$ cat src/sv/assert_macros.svh
// Assertion macros shared by the contact slot tracker RTL.
// Included by the modules that carry concurrent assertions; expects clk and rst_n in scope.
`ifndef ASSERT_MACROS_SVH
`define ASSERT_MACROS_SVH

// check on every clock edge, ignored while reset is held
`define TCST_ASSERT(lbl, prop, msg) \
  lbl: assert property (@(posedge clk) disable iff (!rst_n) prop) else $error(msg);

// check on every clock edge, reset included
`define TCST_ASSERT_ALWAYS(lbl, prop, msg) \
  lbl: assert property (@(posedge clk) prop) else $error(msg);

`endif

$ cat src/sv/tcst_pkg.sv
// Package for the touch contact slot tracker: widths, codes and the structs
// passed between the slot cells and the top level. No dependencies.
package tcst_pkg;

  localparam int MAX_SLOTS_DEF = 16;
  localparam int IDX_W         = 5;
  localparam int SLOT_W        = 4;
  localparam int ID_W          = 32;
  localparam int PIX_W         = 16;
  localparam int PTS_W         = 24;
  localparam int SCALE_W       = 24;

  typedef enum logic [1:0] {
    CMD_BEGIN  = 2'd0,
    CMD_MOVE   = 2'd1,
    CMD_END    = 2'd2,
    CMD_CANCEL = 2'd3
  } cmd_t;

  typedef enum logic [1:0] {
    ST_OK      = 2'd0,
    ST_FULL    = 2'd1,
    ST_UNKNOWN = 2'd2,
    ST_KNOWN   = 2'd3
  } status_t;

  typedef enum logic [1:0] {
    CFG_ORIGIN_X    = 2'd0,
    CFG_ORIGIN_Y    = 2'd1,
    CFG_INV_SCALE_X = 2'd2,
    CFG_INV_SCALE_Y = 2'd3
  } cfg_idx_t;

  // lookup token walking along the slot chain
  typedef struct packed {
    logic             valid;
    logic             found;
    logic [IDX_W-1:0] found_idx;
    logic             free_found;
    logic [IDX_W-1:0] free_idx;
  } tok_t;

  // slot update broadcast at commit
  typedef struct packed {
    logic             we;
    logic             set_used;
    logic [IDX_W-1:0] idx;
    logic [ID_W-1:0]  id;
  } upd_t;

endpackage

$ cat src/sv/tcst_cell.sv
// One contact slot: used bit, owner id and one stage of the lookup chain.
// Depends on tcst_pkg.
module tcst_cell import tcst_pkg::*; (
  input  logic             clk,
  input  logic             rst_n,
  input  logic [IDX_W-1:0] cell_idx,
  input  logic [ID_W-1:0]  id,
  input  tok_t             tok_in,
  output tok_t             tok_out,
  input  upd_t             upd,
  output logic             used_o
);

  logic            used_r;
  logic            used_nxt;
  logic [ID_W-1:0] owner_r;
  tok_t            tok_r;
  tok_t            tok_nxt;
  logic            hit;

  assign hit = upd.we && (upd.idx == cell_idx);

  always_comb begin
    used_nxt = used_r;
    if (hit) begin
      used_nxt = upd.set_used;
    end
  end

  always_comb begin
    tok_nxt = tok_in;
    if (!tok_in.found && used_r && (owner_r == id)) begin
      tok_nxt.found     = 1'b1;
      tok_nxt.found_idx = cell_idx;
    end
    if (!tok_in.free_found && !used_r) begin
      tok_nxt.free_found = 1'b1;
      tok_nxt.free_idx   = cell_idx;
    end
  end

  always_ff @(posedge clk) begin
    if (!rst_n) begin
      used_r      <= 1'b0;
      tok_r.valid <= 1'b0;
    end else begin
      used_r <= used_nxt;
      tok_r  <= tok_nxt;
    end
  end

  always_ff @(posedge clk) begin
    if (hit && upd.set_used) begin
      owner_r <= upd.id;
    end
  end

  assign tok_out = tok_r;
  assign used_o  = used_r;

endmodule

$ cat src/sv/tcst_scale.sv
// Position scaling: (pixel - origin) * reciprocal scale, rounded to Q16.8 and
// saturated. One registered multiply, then round and clamp. Depends on tcst_pkg.
module tcst_scale import tcst_pkg::*; (
  input  logic                    clk,
  input  logic [PIX_W-1:0]        pixel,
  input  logic signed [PIX_W-1:0] origin,
  input  logic [SCALE_W-1:0]      inv_scale,
  output logic signed [PTS_W-1:0] points
);

  localparam int D_W = PIX_W + 2;
  localparam int P_W = D_W + SCALE_W + 1;
  localparam int Q_W = P_W - 8;

  logic signed [D_W-1:0] diff;
  logic signed [P_W-1:0] prod;
  logic signed [P_W-1:0] prod_r;
  logic signed [P_W-1:0] rnd;
  logic signed [Q_W-1:0] quo;

  localparam logic signed [Q_W-1:0] Q_MAX = Q_W'((64'sd1 <<< (PTS_W - 1)) - 64'sd1);
  localparam logic signed [Q_W-1:0] Q_MIN = Q_W'(-(64'sd1 <<< (PTS_W - 1)));

  assign diff = $signed({2'b00, pixel}) - $signed({{2{origin[PIX_W-1]}}, origin});
  assign prod = diff * $signed({1'b0, inv_scale});

  always_ff @(posedge clk) begin
    prod_r <= prod;
  end

  assign rnd = prod_r + P_W'(128);
  assign quo = rnd[P_W-1:8];

  always_comb begin
    if (quo > Q_MAX) begin
      points = Q_MAX[PTS_W-1:0];
    end else if (quo < Q_MIN) begin
      points = Q_MIN[PTS_W-1:0];
    end else begin
      points = quo[PTS_W-1:0];
    end
  end

endmodule

$ cat src/sv/touch_contact_slot_tracker.sv
// Touch contact slot tracker. One contact event is handled at a time: the lookup
// token walks the chain of slot cells one cell per clock, then the outcome is
// latched, and the commit step writes the slot update and loads the output register.
// A result left waiting at the output holds off the commit of the next event.
// The slot-used bits clear in the reset cycle; there is no clearing pass.
// Depends on tcst_pkg, tcst_cell, tcst_scale and assert_macros.svh.
`include "assert_macros.svh"

module touch_contact_slot_tracker import tcst_pkg::*; #(
  parameter int MAX_SLOTS = MAX_SLOTS_DEF
) (
  input  logic        clk,
  input  logic        rst_n,
  input  logic        in_tvalid,
  output logic        in_tready,
  input  logic [63:0] in_tdata,   // touch_id[31:0], x_pixel[47:32], y_pixel[63:48]
  input  logic [1:0]  in_tuser,   // cmd[1:0]
  input  logic        in_tlast,   // batch_last
  output logic        out_tvalid,
  input  logic        out_tready,
  output logic [55:0] out_tdata,  // slot[3:0], x_points[27:4], y_points[51:28], zero pad
  output logic [3:0]  out_tuser,  // status[1:0], event_code[3:2]
  output logic        out_tlast,  // batch_end
  input  logic        cfg_valid,
  output logic        cfg_ready,
  input  logic [1:0]  cfg_index,
  input  logic [23:0] cfg_data
);

  typedef enum logic [2:0] {
    S_IDLE = 3'b001,
    S_SCAN = 3'b010,
    S_DONE = 3'b100
  } state_t;

  state_t state_r, state_nxt;

  logic signed [PIX_W-1:0] origin_x_r, origin_y_r;
  logic [SCALE_W-1:0]      inv_scale_x_r, inv_scale_y_r;

  cmd_t              cmd_r;
  logic [ID_W-1:0]   id_r;
  logic [PIX_W-1:0]  xpix_r, ypix_r;
  logic              last_r;
  logic              go_r;
  tok_t              done_tok_r;

  tok_t              tok_head;
  tok_t              tok_c [MAX_SLOTS+1];
  logic [MAX_SLOTS-1:0] used_vec;
  upd_t              upd;

  logic signed [PTS_W-1:0] xpts, ypts;
  logic              in_acc;
  logic              commit;

  status_t           status;
  logic [IDX_W-1:0]  slot_idx;

  logic              out_tvalid_r;
  logic [55:0]       out_tdata_r;
  logic [3:0]        out_tuser_r;
  logic              out_tlast_r;

  assign in_tready = (state_r == S_IDLE);
  assign in_acc    = in_tvalid && in_tready;
  assign cfg_ready = 1'b1;
  assign commit    = (state_r == S_DONE) && (!out_tvalid_r || out_tready);

  // configuration registers
  always_ff @(posedge clk) begin
    if (!rst_n) begin
      origin_x_r    <= '0;
      origin_y_r    <= '0;
      inv_scale_x_r <= SCALE_W'(65536);
      inv_scale_y_r <= SCALE_W'(65536);
    end else if (cfg_valid && cfg_ready) begin
      case (cfg_idx_t'(cfg_index))
        CFG_ORIGIN_X:    origin_x_r    <= cfg_data[PIX_W-1:0];
        CFG_ORIGIN_Y:    origin_y_r    <= cfg_data[PIX_W-1:0];
        CFG_INV_SCALE_X: inv_scale_x_r <= cfg_data[SCALE_W-1:0];
        CFG_INV_SCALE_Y: inv_scale_y_r <= cfg_data[SCALE_W-1:0];
        default: ;
      endcase
    end
  end

  // hold the accepted transaction for the duration of the lookup
  always_ff @(posedge clk) begin
    if (in_acc) begin
      cmd_r  <= cmd_t'(in_tuser);
      id_r   <= in_tdata[31:0];
      xpix_r <= in_tdata[47:32];
      ypix_r <= in_tdata[63:48];
      last_r <= in_tlast;
    end
  end

  always_comb begin
    tok_head       = '0;
    tok_head.valid = go_r;
  end

  assign tok_c[0] = tok_head;

  for (genvar i = 0; i < MAX_SLOTS; i++) begin : g_slot
    tcst_cell u_slot (
      .clk      (clk),
      .rst_n    (rst_n),
      .cell_idx (IDX_W'(i)),
      .id       (id_r),
      .tok_in   (tok_c[i]),
      .tok_out  (tok_c[i+1]),
      .upd      (upd),
      .used_o   (used_vec[i])
    );
  end

  tcst_scale u_scale_x (
    .clk       (clk),
    .pixel     (xpix_r),
    .origin    (origin_x_r),
    .inv_scale (inv_scale_x_r),
    .points    (xpts)
  );

  tcst_scale u_scale_y (
    .clk       (clk),
    .pixel     (ypix_r),
    .origin    (origin_y_r),
    .inv_scale (inv_scale_y_r),
    .points    (ypts)
  );

  // resolve the lookup outcome
  always_comb begin
    status       = ST_OK;
    slot_idx     = '0;
    upd.we       = 1'b0;
    upd.set_used = 1'b0;
    upd.idx      = '0;
    upd.id       = id_r;
    if (cmd_r == CMD_BEGIN) begin
      if (done_tok_r.found) begin
        status   = ST_KNOWN;
        slot_idx = done_tok_r.found_idx;
      end else if (done_tok_r.free_found) begin
        slot_idx     = done_tok_r.free_idx;
        upd.we       = commit;
        upd.set_used = 1'b1;
        upd.idx      = done_tok_r.free_idx;
      end else begin
        status = ST_FULL;
      end
    end else begin
      if (done_tok_r.found) begin
        slot_idx = done_tok_r.found_idx;
        upd.we   = commit && (cmd_r != CMD_MOVE);
        upd.idx  = done_tok_r.found_idx;
      end else begin
        status = ST_UNKNOWN;
      end
    end
  end

  always_comb begin
    state_nxt = state_r;
    case (state_r)
      S_IDLE: begin
        if (in_acc) begin
          state_nxt = S_SCAN;
        end
      end
      S_SCAN: begin
        if (tok_c[MAX_SLOTS].valid) begin
          state_nxt = S_DONE;
        end
      end
      S_DONE: begin
        if (commit) begin
          state_nxt = S_IDLE;
        end
      end
      default: state_nxt = S_IDLE;
    endcase
  end

  always_ff @(posedge clk) begin
    if (!rst_n) begin
      state_r <= S_IDLE;
      go_r    <= 1'b0;
    end else begin
      state_r <= state_nxt;
      go_r    <= in_acc;
    end
  end

  always_ff @(posedge clk) begin
    if ((state_r == S_SCAN) && tok_c[MAX_SLOTS].valid) begin
      done_tok_r <= tok_c[MAX_SLOTS];
    end
  end

  // output register
  always_ff @(posedge clk) begin
    if (!rst_n) begin
      out_tvalid_r <= 1'b0;
    end else if (commit) begin
      out_tvalid_r <= 1'b1;
    end else if (out_tready) begin
      out_tvalid_r <= 1'b0;
    end
  end

  always_ff @(posedge clk) begin
    if (commit) begin
      out_tdata_r[3:0]   <= SLOT_W'(slot_idx);
      out_tdata_r[27:4]  <= (status == ST_OK) ? xpts : '0;
      out_tdata_r[51:28] <= (status == ST_OK) ? ypts : '0;
      out_tdata_r[55:52] <= '0;
      out_tuser_r        <= {cmd_r, status};
      out_tlast_r        <= last_r;
    end
  end

  assign out_tvalid = out_tvalid_r;
  assign out_tdata  = out_tdata_r;
  assign out_tuser  = out_tuser_r;
  assign out_tlast  = out_tlast_r;

  `TCST_ASSERT(a_one_in_flight, in_acc |=> !in_tready, "transaction accepted while busy")
  `TCST_ASSERT(a_full_means_full, commit && (status == ST_FULL) |-> (&used_vec), "full reported with a free slot")
  `TCST_ASSERT(a_claim_counts, upd.we && upd.set_used |=> $countones(used_vec) == $past($countones(used_vec)) + 1, "slot claim did not add one used slot")
  `TCST_ASSERT(a_free_counts, upd.we && !upd.set_used |=> $countones(used_vec) + 1 == $past($countones(used_vec)), "slot release did not free one slot")
  `TCST_ASSERT_ALWAYS(a_reset_quiet, !rst_n |=> !out_tvalid && (used_vec == '0), "output or slots live after reset")

endmodule

$ cat config.mk
export PLATFORM = sky130hd
export DESIGN_NAME = touch_contact_slot_tracker
export DESIGN_NICKNAME = d
export VERILOG_FILES = /design/src/sv/tcst_pkg.sv /design/src/sv/tcst_cell.sv /design/src/sv/tcst_scale.sv /design/src/sv/touch_contact_slot_tracker.sv
export VERILOG_INCLUDE_DIRS = /design/src /design/src/sv
export SDC_FILE = /design/constraint.sdc
export NUM_CORES = 2
export LEC_CHECK = 0
export BUFFER_PORTS_ARGS = -buffer_cell sky130_fd_sc_hd__buf_2
export CAP_MARGIN = 25
export CORE_MARGIN = 2
export CORE_UTILIZATION = 25
export CTS_BUF_LIST = sky130_fd_sc_hd__clkbuf_8
export DETAILED_ROUTE_END_ITERATION = 8
export PLACE_DENSITY = 0.4
export SLEW_MARGIN = 20
export SYNTH_ARGS = -nofsm -noshare
export SYNTH_HDL_FRONTEND = slang
export SYNTH_SLANG_ARGS = --single-unit
$ cat constraint.sdc
create_clock -name clk -period 9.8 [get_ports clk]
set_clock_uncertainty 0.15 [all_clocks]
set_input_delay 0.49 -clock clk [delete_from_list [all_inputs] [get_ports clk]]
set_output_delay 0.49 -clock clk [all_outputs]
set_load 0.01 [all_outputs]
---- Yosys cells after proc, flatten, opt, wreduce, memory -nomap -nowiden ----
Cells that the tools add are included.
operators by class
  add/sub/neg operators ................... 4
  multiply operators ...................... 2
  div/mod/pow operators ................... 0
  order comparisons ....................... 4
  equality and inequality tests ........... 41
  shift operators ......................... 0
  muxes and demuxes ....................... 26
  bitwise operators ....................... 1
  reductions and logical operators ........ 141
operator list
  kind                                                                     count
  32-bit equality test                                                     16
  43-bit by 9-bit adder with 43-bit output (second input constant)         2
  18-bit by 25-bit multiplier with 43-bit output                           2
  1-bit logical AND                                                        82
  35-bit by 24-bit > comparator with 1-bit output (second input constant)  2
  35-bit by 24-bit < comparator with 1-bit output (second input constant)  2
  24-bit two-way mux                                                       2
  1-bit logical NOT                                                        46
  23-bit two-way mux                                                       2
  5-bit by 4-bit equality test with 1-bit output (second input constant)   8
  17-bit by 16-bit subtractor with 18-bit output                           2
  5-bit by 3-bit equality test with 1-bit output (second input constant)   4
  7-bit two-way mux                                                        2
  4-bit two-way mux                                                        3
  6-bit two-way mux                                                        2
  5-bit by 2-bit equality test with 1-bit output (second input constant)   2
  5-bit two-way mux                                                        2
  3-bit two-way mux                                                        3
  3-bit one-hot mux with 3 select lines                                    1
  2-bit AND reduction                                                      4
  2-bit logical NOT                                                        3
  1-bit two-way mux                                                        6
  2-bit two-way mux                                                        3
  2-bit by 1-bit != test with 1-bit output (second input constant)         3
  other kinds (13)                                                         15
word-level totals
  flip-flop bits (word level) ............. 1043
  bits in latches ......................... 0
  bits in writable memories ............... 0
  bits in read-only memories .............. 0
  word-level logic and storage cells ...... 355
  memories kept ........................... 0

---- Longest topological paths before layout ----
  depth after elaboration ................. 9
  gate-level depth with buffers ........... 37
  depth with buffers taken out ............ 36

---- Hierarchy ----
From an unflattened synthesis, not the netlist that was laid out.
second synthesis, totals
  cell total of the unflattened synthesis .. 6148
  area, all modules ....................... 71518.6 µm²
by module, submodules not included
  module                      instances  cells each  area an instance (µm²)  sequential area each (µm²)
  tcst_cell                   16         114         1944.4                  1361.3
  tcst_scale at u_scale_x     1          1855        16348.2                 720.7
  tcst_scale at u_scale_y     1          1862        16169.3                 720.7
  touch_contact_slot_tracker  1          607         7891.3                  5785.5

---- Worst setup path after synthesis ----
Ideal clock, no wire load.
  kind .................................... reg2reg
  from .................................... register ypix_r[0]
  to ...................................... register u_scale_y.prod_r[37]
  setup time .............................. 0.072 ns
  data arrival time ....................... 8.270 ns
  required time ........................... 9.578 ns
  setup slack ............................. 1.308 ns
  cell stages (with the launch flop) ...... 37
  buffers on the path ..................... 2
  cell sequence ........................... edfxtp_1 > inv_1 > ha_1 > inv_1 > fa_1 > a21o_1 > a21oi_1 > nand2b_1 > a21oi_1 > o21a_1 > o21a_1 > o41ai_2 > o21ai_1 > clkbuf_1 > clkbuf_1 > nand4b_1 > o311ai_1 > fa_1 > inv_1 > fa_1 > inv_1 > fa_1 > fa_1 > fa_1 > inv_1 > fa_1 > inv_1 > ha_1 > a21o_1 > a21o_1 > a21o_1 > a41o_1 > o31a_1 > a311o_2 > a31o_4 > a31oi_4 > xnor2_1
on the way
  longest elaborated chain between the ends .. 2
ends and longest elaborated chain
  what                                            line                              text
  from (decl)                                     touch_contact_slot_tracker.sv:43  logic [PIX_W-1:0] xpix_r, ypix_r;
  from (signal assigned)                          touch_contact_slot_tracker.sv:94  ypix_r <= in_tdata[63:48];
  17-bit by 16-bit subtractor with 18-bit output  tcst_scale.sv:24                  assign diff = $signed({2'b00, pixel}) - $signed({{2{origin[PIX_W-1]}}, origin});
  18-bit by 25-bit multiplier with 43-bit output  tcst_scale.sv:25                  assign prod = diff * $signed({1'b0, inv_scale});
  via u_scale_y.prod[37]                          tcst_scale.sv:16                  logic signed [P_W-1:0] prod;
  to (signal assigned)                            tcst_scale.sv:28                  prod_r <= prod;
  to (decl)                                       tcst_scale.sv:17                  logic signed [P_W-1:0] prod_r;
The timed path passes the listed nets, and every way through them passes these cells.
A chain may end at the register's enable or synchronous reset.

---- Worst setup path after layout ----
Ends and elaborated chain as after synthesis.

==> reports/metrics.yaml <==
dp_hpwl_mm: 146
hold_class: "input port to flip-flop"
fin_setup_tns_ns: 0
ys_ff_latch: 965
grt_use_total: 0.148
clkLatencyLatePin_ns: 0.92
die_h_um: 529
grt_util_met1: 0.190
cpMostUsedCell: "fa_1"
drt.antenna.violating_nets: 0
place.gp.congestion: 0.806
dp.cells: 9915
grt_pass1_vias: 48322
via_per_inst: 4.36
via_count: 45161
yosysMostFrequentCell: "inv_1"
outcome: "finished clean"
clock_path_buffers: 4
worst_ep_required_time_ns: 10.50
period_share: 0.940
grt_max_degree: 136
grt_pass1_wl_mm: 313
cpPeakStageDelay_ns: 0.50
synth.yosys.seq_area_share: 0.394
synth_cells: 6343
fin_cells: 10350
critPathCaptureType: "flip-flop"
reg2reg_depth: 34
cts_tree: "yes"
nets: 7739
drc: 0
synthAdderAreaFrac: 0.262
critical_path_peak_fanout: 41
synthMuxAreaShare: 0.000473
postCtsHoldBufs: 108
drtIter0Drc: 2502
netlist_top_cells_area: "edfxtp_1, fa_1, xnor2_1"
cts_setup_buffers: 0
crit_buf_inv: 7
core-area_mm2: 0.274
p_per_area_mw_per_mm2: 172
synth_common_cells: "inv_1, nand2_1, edfxtp_1"
clkSlewWorstSetupHoldPaths_ns: 0.06
drt-pass1-iter-count: 5
synthDistinctLibCells: 85
slew_headroom: 0.284
wirelength_mm: 206
numClockSinks: 965
rows: 192
die_w_um: 529
syn_area_mm2: 0.0688
io_buffer_count: 156
boundaryPins: 162
cp-start-kind: "flip-flop"
use_met3: 0.0190
rr_startpoint: "ypix_r[0]"
cap_violations: 0
tightest_slew_ns: 1.07
yosys.area_share.simple: 0.138
ctsResizeCount: 0
globalRouteMet2Util: 0.260
grt_setup_unrepaired: "false"
min_from: "in_tdata[28]"
p_leak_nw: 31.3
finalCriticalPeriod_ns: 9.21
busiest_layer: "met2"
fp.dieArea_mm2: 0.279
max_clock_freq_mhz: 109
drive_gt1_frac: 0.0978
synth_top_family_by_area: "adder cells"
critPathKind: "flip-flop to flip-flop"
synth_top_area_share: 0.339
synth-compound-area-share: 0.0544
critPathSlowestCell: "fa_1"
critPathArrivalTime_ns: 9.91
cts_made_buffers: 184
hold_viol: 0
yosysWarnings: 0
avgSynthCellArea_um2: 10.8
grt-ovfl-total: 0
area_delta_synth_final_pct: 14.7
antenna_found_initial: 20
start_util: 0.251
synth-edff-count: 776
path_delay_family: "compound AO/OA/AOI/OAI gates"
rrSetupSlack_ns: 0.59
worstReg2RegEnd: "u_scale_y.prod_r[37]"
vdd_ir_drop_max_mv: 0.106
holdPathStages: 2
drv_slew: 0
cts_root_buf: "clkbuf_8"
min_to: "id_r[28]"
synth_xor_area_frac: 0.0838
ys.flop_type: "edfxtp_1"
htree_levels: 4
synth_area_leader_cell: "edfxtp_1"
power.total_w: 0.0136
async_reset_ff_frac: 0
setup_viol: 0
wire_per_inst_um: 19.9
## worst max-delay path by stage
stage	cells past startpoint	slack, ns	startpoint	end
finish	34	0.59	ypix_r[0]	u_scale_y.prod_r[37]
global route	35	0.003	xpix_r[0]	u_scale_x.prod_r[36]
CTS	34	0.57	ypix_r[0]	u_scale_y.prod_r[37]
detailed placement	34	0.54	ypix_r[0]	u_scale_y.prod_r[37]
global placement	34	0.61	ypix_r[0]	u_scale_y.prod_r[36]
floorplan	36	1.31	ypix_r[0]	u_scale_y.prod_r[37]
## area by class of cell
| cell class | count | area [um2] |
|---|---|---|
| Fill cell | 28367 | 195000 |
| Multi-Input combinational cell | 4154 | 37400 |
| Sequential cell | 965 | 27100 |
| Tap cell | 3589 | 4490 |
| Inverter | 875 | 3290 |
| Timing Repair Buffer | 441 | 3270 |
| Clock buffer | 199 | 2740 |
| Clock inverter | 126 | 677 |
| Antenna cell | 1 | 2.50 |
## through the flow
stage                     utilization  hold WS (ns)  instance area [um2]  setup WS [ns]
after floorplan                     -         0.250                68800           1.31
after global placement          0.272         0.252                74300          0.609
after detailed placement        0.272         0.257                74400          0.539
after CTS                       0.288      0.000645                78900          0.566
after global routing            0.288        0.0249                78900        0.00348
final                           0.288         0.102                78900          0.589
## kinds of logic (layout without fill, tap and decap cells)
| logic type | after synthesis | in the layout |
|---|---|---|
| AND/OR/NAND/NOR | 1921 | 1921 |
| buffers and inverters | 1227 | 1641 |
| adder cells (fa/ha/maj) | 1020 | 1020 |
| flip-flops | 965 | 965 |
| XOR/XNOR | 658 | 658 |
| AO/OA/AOI/OAI | 547 | 547 |
| multiplexers | 3 | 3 |
| other | 2 | 6 |
## routing by layer
layer  vias to the layer above  part of all wire
met5                         -                 0
met4                         0             0.030
met3                       284             0.034
met2                       838              0.49
met1                     22887              0.44
li1                      21152                 -
## where the power goes
group          switching [W]  total [W]  internal, W
Combinational        0.00289    0.00486      0.00197
Clock                0.00182    0.00381      0.00199
Sequential          0.000215    0.00490      0.00469
## state kept, by name, summed over array words and instances, names as in the netlist, 10 cells and up
name and count:
g_slot.u_slot.used_o 16, ypix_r 16, out_tdata 52, inv_scale_y_r 24, origin_y_r 16, g_slot.u_slot.owner_r 512
id_r 32, g_slot.u_slot.tok_out 146, origin_x_r 16, inv_scale_x_r 24, xpix_r 16, u_scale_y.prod_r 36
u_scale_x.prod_r 36, done_tok_r 10
## placed cells by master (no fill, tap or decap), types with 10 or more instances in the layout
master,Yosys,final
o221ai_1,10,10
a211oi_1,14,13
or2_2,41,41
o22ai_1,18,18
a21o_1,42,42
a21boi_0,95,95
dfxtp_1,189,188
nand4_1,129,129
fa_1,704,704
inv_1,874,932
clkinv_1,1,44
xnor2_1,458,445
dlygate4sd3_1,0,108
o21ai_0,100,100
o311ai_1,27,26
nor4b_1,14,14
nand2b_1,126,126
nor2_1,193,177
nand4b_1,28,28
a21oi_1,73,72
nand3_1,101,101
nor3_1,42,42
nor4_1,48,47
and3_1,39,39
xor2_1,200,198
nor2_2,0,16
ha_1,316,316
and2_1,250,249
buf_4,6,167
nand2_1,832,832
o21a_1,17,17
clkbuf_8,0,200
buf_2,6,156
edfxtp_1,776,776
o21ai_1,28,27
a31oi_1,48,48
nor2b_1,39,39
No activity file was read; power rests on OpenSTA's default activity.
